### src/rtl/core/tib_pkg.sv
`timescale 1ns / 1ps

package tib_pkg;

    // Geometry and icon table
    localparam int COORD_BITS = 12;
    localparam int MAX_ICONS  = 8;
    localparam int VALID_POS  = 4 * COORD_BITS;
    localparam int RECT_W     = VALID_POS + 1;
    localparam int ICON_W     = 4;
    localparam int HIC_W      = 3;
    localparam int TIME_W     = 32;

    // APB register file
    localparam int APB_DW     = 64;
    localparam int APB_AW     = 6;
    localparam int REG_LSB    = 3;

    localparam logic [ICON_W-1:0] NO_ICON = '1;

    // Timing limits in ms
    localparam logic [TIME_W-1:0] HOLD_MS   = TIME_W'(2000);
    localparam logic [TIME_W-1:0] REPEAT_MS = TIME_W'(50);

    typedef enum logic [1:0] {
        HL_NONE    = 2'd0,
        HL_PRESS   = 2'd1,
        HL_RELEASE = 2'd2
    } t_highlight;

    typedef logic [MAX_ICONS-1:0][RECT_W-1:0] t_rect_tbl;

    typedef struct packed {
        logic [COORD_BITS-1:0] touch_x;
        logic [COORD_BITS-1:0] touch_y;
        logic                  is_pressed;
        logic                  is_touchscreen;
        logic [TIME_W-1:0]     event_time;
    } t_touch_word;

    typedef struct packed {
        logic signed [ICON_W-1:0] icon_result;
        logic                     repeat_res;
        logic [1:0]               highlight_action;
        logic [HIC_W-1:0]         highlight_icon;
    } t_result_word;

    typedef struct packed {
        logic              hit;
        logic [ICON_W-1:0] idx;
    } t_hit;

endpackage

### src/rtl/core/tib_in_if.sv
`timescale 1ns / 1ps

interface tib_in_if;
    logic                 valid;
    logic                 ready;
    tib_pkg::t_touch_word payload;

    modport source (output valid, output payload, input ready);
    modport sink   (input valid, input payload, output ready);
endinterface

### src/rtl/core/tib_out_if.sv
`timescale 1ns / 1ps

interface tib_out_if;
    logic                  valid;
    logic                  ready;
    tib_pkg::t_result_word payload;

    modport source (output valid, output payload, input ready);
    modport sink   (input valid, input payload, output ready);
endinterface

### src/rtl/core/touch_icon_button_autorepeat.sv
`timescale 1ns / 1ps

// Touch icon button with long-press auto-repeat. Each touch word gives exactly one
// result word, through the input register, then hit test and state update into the
// result register. A new word is taken every cycle unless output ready stalls the
// stages; the rate is set by the combinational priority hit test over the eight icon
// rectangles feeding the held/repeat state update. Input ready follows output ready
// combinationally through the two stages. Icon rectangles are 64-bit APB registers
// at byte address 8*i, icon 0 first; the list ends at the first rectangle whose valid
// bit is clear. A hold of more than 2000 ms on one icon enters repeat mode, then a
// repeat result comes on each pressed word more than 50 ms after the last one.
module touch_icon_button_autorepeat (
    input  logic                       i_clk,
    input  logic                       i_rst_n,
    tib_in_if.sink                     i_touch,
    tib_out_if.source                  o_result,
    input  logic                       psel,
    input  logic                       penable,
    input  logic                       pwrite,
    input  logic [tib_pkg::APB_AW-1:0] paddr,
    input  logic [tib_pkg::APB_DW-1:0] pwdata,
    output logic [tib_pkg::APB_DW-1:0] prdata,
    output logic                       pready
);
    import tib_pkg::*;

    t_rect_tbl rects;

    tib_regs u_regs (
        .i_clk   (i_clk),
        .i_rst_n (i_rst_n),
        .psel    (psel),
        .penable (penable),
        .pwrite  (pwrite),
        .paddr   (paddr),
        .pwdata  (pwdata),
        .prdata  (prdata),
        .pready  (pready),
        .o_rects (rects)
    );

    tib_ctrl u_ctrl (
        .i_clk    (i_clk),
        .i_rst_n  (i_rst_n),
        .i_rects  (rects),
        .i_touch  (i_touch),
        .o_result (o_result)
    );

endmodule

### src/rtl/core/tib_regs.sv
`timescale 1ns / 1ps

module tib_regs (
    input  logic                       i_clk,
    input  logic                       i_rst_n,
    input  logic                       psel,
    input  logic                       penable,
    input  logic                       pwrite,
    input  logic [tib_pkg::APB_AW-1:0] paddr,
    input  logic [tib_pkg::APB_DW-1:0] pwdata,
    output logic [tib_pkg::APB_DW-1:0] prdata,
    output logic                       pready,
    output tib_pkg::t_rect_tbl         o_rects
);
    import tib_pkg::*;

    t_rect_tbl                    r_rects;
    logic [APB_AW-REG_LSB-1:0]    reg_sel;
    logic                         wr_en;

    assign reg_sel = paddr[APB_AW-1:REG_LSB];
    assign wr_en   = psel && penable && pwrite;
    assign pready  = 1'b1;

    // rectangle registers, one per icon
    always_ff @(posedge i_clk) begin
        if (!i_rst_n) begin
            r_rects <= '0;
        end else if (wr_en) begin
            r_rects[reg_sel] <= pwdata[RECT_W-1:0];
        end
    end

    // read back, zero extended
    assign prdata  = APB_DW'(r_rects[reg_sel]);
    assign o_rects = r_rects;

endmodule

### src/rtl/core/tib_hit.sv
`timescale 1ns / 1ps

module tib_hit (
    input  tib_pkg::t_rect_tbl             i_rects,
    input  logic [tib_pkg::COORD_BITS-1:0] i_x,
    input  logic [tib_pkg::COORD_BITS-1:0] i_y,
    output tib_pkg::t_hit                  o_hit
);
    import tib_pkg::*;

    logic [MAX_ICONS-1:0] inside_rect;
    logic [MAX_ICONS-1:0] live;

    // per-icon containment; the list is live up to the first invalid entry
    always_comb begin
        logic [COORD_BITS-1:0] lft, top, rgt, bot;
        logic                  open_list;
        open_list = 1'b1;
        for (int i = 0; i < MAX_ICONS; i++) begin
            lft = i_rects[i][COORD_BITS-1:0];
            top = i_rects[i][2*COORD_BITS-1:COORD_BITS];
            rgt = i_rects[i][3*COORD_BITS-1:2*COORD_BITS];
            bot = i_rects[i][4*COORD_BITS-1:3*COORD_BITS];
            inside_rect[i] = (i_x >= lft) && (i_x <= rgt) && (i_y >= top) && (i_y <= bot);
            open_list = open_list && i_rects[i][VALID_POS];
            live[i]   = open_list;
        end
    end

    // first hit wins
    always_comb begin
        o_hit.hit = 1'b0;
        o_hit.idx = NO_ICON;
        for (int i = MAX_ICONS - 1; i >= 0; i--) begin
            if (live[i] && inside_rect[i]) begin
                o_hit.hit = 1'b1;
                o_hit.idx = ICON_W'(i);
            end
        end
    end

endmodule

### src/rtl/core/tib_ctrl.sv
`timescale 1ns / 1ps

module tib_ctrl (
    input  logic               i_clk,
    input  logic               i_rst_n,
    input  tib_pkg::t_rect_tbl i_rects,
    tib_in_if.sink             i_touch,
    tib_out_if.source          o_result
);
    import tib_pkg::*;

    // input stage
    logic        r_in_vld;
    t_touch_word r_in;

    // button state
    logic              r_held;
    logic              r_repeating;
    logic [ICON_W-1:0] r_held_icon;
    logic [TIME_W-1:0] r_last_time;
    logic              n_held;
    logic              n_repeating;
    logic [ICON_W-1:0] n_held_icon;
    logic [TIME_W-1:0] n_last_time;

    // result stage
    logic         r_out_vld;
    t_result_word r_out;
    t_result_word n_out;

    t_hit              hit;
    logic [ICON_W-1:0] idx;
    logic [TIME_W-1:0] dt;
    logic              over_hold;
    logic              over_rep;
    logic              fire;
    logic              in_take;

    tib_hit u_hit (
        .i_rects (i_rects),
        .i_x     (r_in.touch_x),
        .i_y     (r_in.touch_y),
        .o_hit   (hit)
    );

    // handshake: each stage moves when the one after it has room
    assign fire          = r_in_vld && (!r_out_vld || o_result.ready);
    assign i_touch.ready = !r_in_vld || fire;
    assign in_take       = i_touch.valid && i_touch.ready;

    assign idx       = r_in.is_touchscreen ? hit.idx : NO_ICON;
    assign dt        = r_in.event_time - r_last_time;
    assign over_hold = (dt > HOLD_MS) && !dt[TIME_W-1];
    assign over_rep  = (dt > REPEAT_MS) && !dt[TIME_W-1];

    // press / release / repeat decision
    always_comb begin
        logic [ICON_W-1:0] res;
        logic              rep;
        t_highlight        act;
        logic [HIC_W-1:0]  hic;
        n_held      = r_held;
        n_repeating = r_repeating;
        n_held_icon = r_held_icon;
        n_last_time = r_last_time;
        res         = NO_ICON;
        rep         = 1'b0;
        act         = HL_NONE;
        hic         = '0;
        if (!r_in.is_pressed) begin
            if (r_held) begin
                act         = HL_RELEASE;
                hic         = r_held_icon[HIC_W-1:0];
                n_held      = 1'b0;
                n_repeating = 1'b0;
                if (r_held_icon == idx) begin
                    res = idx;
                end else begin
                    n_held_icon = NO_ICON;
                end
            end
        end else if (idx != NO_ICON) begin
            if (!r_held) begin
                n_held      = 1'b1;
                n_held_icon = idx;
                n_last_time = r_in.event_time;
                act         = HL_PRESS;
                hic         = idx[HIC_W-1:0];
            end else if (r_held_icon == idx) begin
                if (!r_repeating && over_hold) begin
                    // entering repeat restarts the timer, no repeat yet
                    n_repeating = 1'b1;
                    n_last_time = r_in.event_time;
                end else if (r_repeating && over_rep) begin
                    rep         = 1'b1;
                    n_last_time = r_in.event_time;
                    res         = r_held_icon;
                end
            end
        end
        n_out.icon_result      = $signed(res);
        n_out.repeat_res       = rep;
        n_out.highlight_action = act;
        n_out.highlight_icon   = hic;
    end

    // control state
    always_ff @(posedge i_clk) begin
        if (!i_rst_n) begin
            r_in_vld    <= 1'b0;
            r_out_vld   <= 1'b0;
            r_held      <= 1'b0;
            r_repeating <= 1'b0;
            r_held_icon <= NO_ICON;
            r_last_time <= '0;
        end else begin
            if (in_take) begin
                r_in_vld <= 1'b1;
            end else if (fire) begin
                r_in_vld <= 1'b0;
            end
            if (fire) begin
                r_out_vld   <= 1'b1;
                r_held      <= n_held;
                r_repeating <= n_repeating;
                r_held_icon <= n_held_icon;
                r_last_time <= n_last_time;
            end else if (o_result.ready) begin
                r_out_vld <= 1'b0;
            end
        end
    end

    // payload registers
    always_ff @(posedge i_clk) begin
        if (in_take) begin
            r_in <= i_touch.payload;
        end
        if (fire) begin
            r_out <= n_out;
        end
    end

    assign o_result.valid   = r_out_vld;
    assign o_result.payload = r_out;

endmodule
### src/flat_wrapper.sv
// flat-port wrapper written by rule: the top's interface ports become plain ports
module touch_icon_button_autorepeat_flat import tib_pkg::*;
  (i_clk, i_rst_n, psel, penable, pwrite, paddr, pwdata, prdata, pready, i_touch_valid, i_touch_payload, i_touch_ready, o_result_valid, o_result_payload, o_result_ready);
  tib_in_if i_touch_i ();
  tib_out_if o_result_i ();
  input  logic i_clk;
  input  logic i_rst_n;
  input  logic psel;
  input  logic penable;
  input  logic pwrite;
  input  logic [tib_pkg::APB_AW-1:0] paddr;
  input  logic [tib_pkg::APB_DW-1:0] pwdata;
  output logic [tib_pkg::APB_DW-1:0] prdata;
  output logic pready;
  input wire logic [$bits(i_touch_i.valid)-1:0] i_touch_valid;
  input wire logic [$bits(i_touch_i.payload)-1:0] i_touch_payload;
  output wire logic [$bits(i_touch_i.ready)-1:0] i_touch_ready;
  output wire logic [$bits(o_result_i.valid)-1:0] o_result_valid;
  output wire logic [$bits(o_result_i.payload)-1:0] o_result_payload;
  input wire logic [$bits(o_result_i.ready)-1:0] o_result_ready;
  assign i_touch_i.valid = i_touch_valid;
  assign i_touch_i.payload = i_touch_payload;
  assign i_touch_ready = i_touch_i.ready;
  assign o_result_valid = o_result_i.valid;
  assign o_result_payload = o_result_i.payload;
  assign o_result_i.ready = o_result_ready;
  touch_icon_button_autorepeat u_core (.i_clk(i_clk), .i_rst_n(i_rst_n), .i_touch(i_touch_i), .o_result(o_result_i), .psel(psel), .penable(penable), .pwrite(pwrite), .paddr(paddr), .pwdata(pwdata), .prdata(prdata), .pready(pready));
endmodule
### config.mk
export PLATFORM = sky130hd
export DESIGN_NAME = touch_icon_button_autorepeat_flat
export DESIGN_NICKNAME = d
export VERILOG_FILES = /design/src/rtl/core/tib_pkg.sv /design/src/rtl/core/tib_in_if.sv /design/src/rtl/core/tib_out_if.sv /design/src/rtl/core/touch_icon_button_autorepeat.sv /design/src/rtl/core/tib_regs.sv /design/src/rtl/core/tib_hit.sv /design/src/rtl/core/tib_ctrl.sv /design/src/flat_wrapper.sv
export SDC_FILE = /design/constraint.sdc
export NUM_CORES = 2
export LEC_CHECK = 0
export BUFFER_PORTS_ARGS = -buffer_cell sky130_fd_sc_hd__buf_2
export CAP_MARGIN = 0
export CELL_PAD_IN_SITES_DETAIL_PLACEMENT = 1
export CELL_PAD_IN_SITES_GLOBAL_PLACEMENT = 2
export CORE_MARGIN = 8
export CORE_UTILIZATION = 44
export CTS_BUF_LIST = sky130_fd_sc_hd__clkbuf_2 sky130_fd_sc_hd__clkbuf_4 sky130_fd_sc_hd__clkbuf_8
export CTS_CLUSTER_DIAMETER = 120
export DETAILED_ROUTE_END_ITERATION = 10
export HOLD_SLACK_MARGIN = 0.06
export PLACE_DENSITY_LB_ADDON = 0.12
export SLEW_MARGIN = 20
export SYNTH_ARGS = -nofsm -noshare
export SYNTH_HDL_FRONTEND = slang
export SYNTH_HIERARCHICAL = 1
export SYNTH_SLANG_ARGS = --single-unit
export TNS_END_PERCENT = 10
### constraint.sdc
create_clock -name i_clk -period 12.5 [get_ports i_clk]
set_input_delay 3.75 -clock i_clk [delete_from_list [all_inputs] [get_ports i_clk]]
set_output_delay 3.75 -clock i_clk [all_outputs]
set_load 0.005 [all_outputs]
==> results.sh <==
export IMPL_finClkSkew_ns=0.0353
export IMPL_power_frac_seq_pct=43.3
export IMPL_p_per_area_nw_per_um2=107
export IMPL_cts_root_buf="clkbuf_8"
export IMPL_cts_hold_buf=0
export IMPL_htreeDepth=3
export IMPL_post_dp_cell_area_um2=34300
export IMPL_port_buffers=177
export IMPL_power_frac_clock_pct=45.1
export IMPL_dp_hpwl_um=79700
export IMPL_hold_path_depth=2
export IMPL_drv_slew=0
export IMPL_crit_fanout=54
export IMPL_final_net_count=4153
export IMPL_area_delta_synth_final_pct=11.4
export IMPL_cp_arrival_ns=6.12
export IMPL_cts_resized=0
export IMPL_cts_num_sinks=500
export IMPL_ant_nets=0
export IMPL_worstMarginPinSlew_ns=1.13
export IMPL_antenna_found_initial=4
export IMPL_firstDrtPassIters=5
export IMPL_dp_cells=4474
export IMPL_fp_dieW_um=288
export IMPL_drt_initial_drc_count=1444
export IMPL_clk_pin_slew_ns=0.06
export IMPL_hold_viol=0
export IMPL_first_global_vias=28500
export IMPL_rr_worst_depth=18
export IMPL_hold_class="flop to flop"
export IMPL_leakage_uw=0.0133
export IMPL_grt_pass1_wl_um=168000
export IMPL_synth_warning_count=6
export IMPL_cts_setup_buffers=0
export IMPL_cts_tree="built"
export IMPL_cp_start_kind="input port"
export IMPL_cts_buffer_depth=3
export IMPL_synth_area_um2=32600
export IMPL_routedWlPerCell_um=24.0
export IMPL_final_common_cell="nand2_1"
export IMPL_drc=0
export IMPL_grt_setup_unrepaired="no"
export IMPL_finalCritPeriodShare_pct=79.0
export IMPL_rows=100
export IMPL_status="completed"
export IMPL_grt_start_max_net_pins=196
export IMPL_max_cap_violations=0
export IMPL_syn_inst=3446
export IMPL_cts_buffers=95
export IMPL_gp_congestion=0.862
export IMPL_critical_path_class="input port to output port"
export IMPL_end_kind="output port"
export IMPL_slew_headroom_pct=24.4
export IMPL_dieHeight_um=288
export IMPL_grt_overflow=0
export IMPL_die_area_um2=83100
export IMPL_start_util_pct=44.1
export IMPL_fin_crit_ns=9.87
export IMPL_pwr_share_comb_pct=11.6
export IMPL_fin_cells=4649
export IMPL_layout_drive_gt1_share_pct=15.1
export IMPL_vias_per_cell=5.69
export IMPL_p_int_uw=2820
export IMPL_grt_util_all_layers_pct=26.2
export IMPL_core_area_um2=73900
export IMPL_syn_area_per_cell_um2=9.47
export IMPL_switching_share_pct=27.3
export IMPL_whs_ns=0.455
export IMPL_p_sw_uw=1060
export IMPL_tns_ns=0
export IMPL_vdd_drop_max_mv=0.0732
export IMPL_drt_total_wl_um=112000
export IMPL_vias=26500
export IMPL_io_pins=212
export IMPL_clk_latency_ns=0.71
export IMPL_fin_area_um2=36400
export IMPL_fmax_mhz=101
export IMPL_final_cell_mix="nand2_1 (584), dfxtp_1 (432), mux2i_1 (426)"
export IMPL_setup_viol=0
export IMPL_cp_data_required_time_ns=8.75
[worst paths after layout]
path | endpoint | startpoint | slack [ns]
worst min-delay path | u_core/u_ctrl/r_last_time[3] | u_core/u_ctrl/r_last_time[3] | 0.46
worst min register to register | u_core/u_ctrl/r_last_time[3] | u_core/u_ctrl/r_last_time[3] | 0.46
worst max register to register | u_core/u_ctrl/r_last_time[4] | u_core/u_ctrl/r_in[46] | 6.30
worst max-delay path | prdata[24] | paddr[3] | 2.63
[power by group through the flow]
stage | clock, µW | combinational (µW) | sequential [µW]
floorplan | 0 | 287 | 1710
global placement | 0 | 424 | 1720
detailed placement | 0 | 445 | 1720
CTS | 1800 | 448 | 1680
global route | 1860 | 494 | 1680
finish | 1750 | 449 | 1680
[routing by layer]
metal | track usage [%] | part of all wire (%)
met1 | 33.0 | 43
met2 | 44.2 | 47
met3 | 4.10 | 4.8
met4 | 11.5 | 4.5
met5 | 0 | 0
[per-stage QoR]
stage	utilization (%)	total power, µW	worst slack [ns]
2_1_floorplan	-	2000	3.79
3_3_place_gp	46.4	2140	2.58
3_5_place_dp	46.4	2160	2.56
4_1_cts	49.2	3930	2.56
5_1_grt	49.2	4040	2.45
6_report	49.2	3880	2.63
[critical path: stages]
cell	delay, ns
buf_6	0.65
buf_4	0.60
mux4_2	0.58
mux2_2	0.34
buf_2	0.14
[cell type report]
| class | instances | area, µm² |
|---|---|---|
| clock buffer | 155 | 1910 |
| multi-input combinational | 2379 | 19600 |
| tap | 969 | 1210 |
| timing repair buffer | 210 | 1180 |
| inverter | 416 | 1560 |
| clock inverter | 18 | 144 |
| fill | 8447 | 37600 |
| antenna | 2 | 5.00 |
| sequential | 500 | 10700 |
[registers in the layout, summed over array words and instances, names as in the netlist, 4 cells and up]
| name | cells |
|---|---|
| u_core/u_ctrl/r_in | 58 |
| u_core/u_ctrl/r_last_time | 32 |
| u_core/u_ctrl/r_held_icon | 4 |
| u_core/u_ctrl/o_result.payload | 10 |
| u_core/u_regs/o_rects | 392 |
No activity file was read; power rests on OpenSTA's default activity.
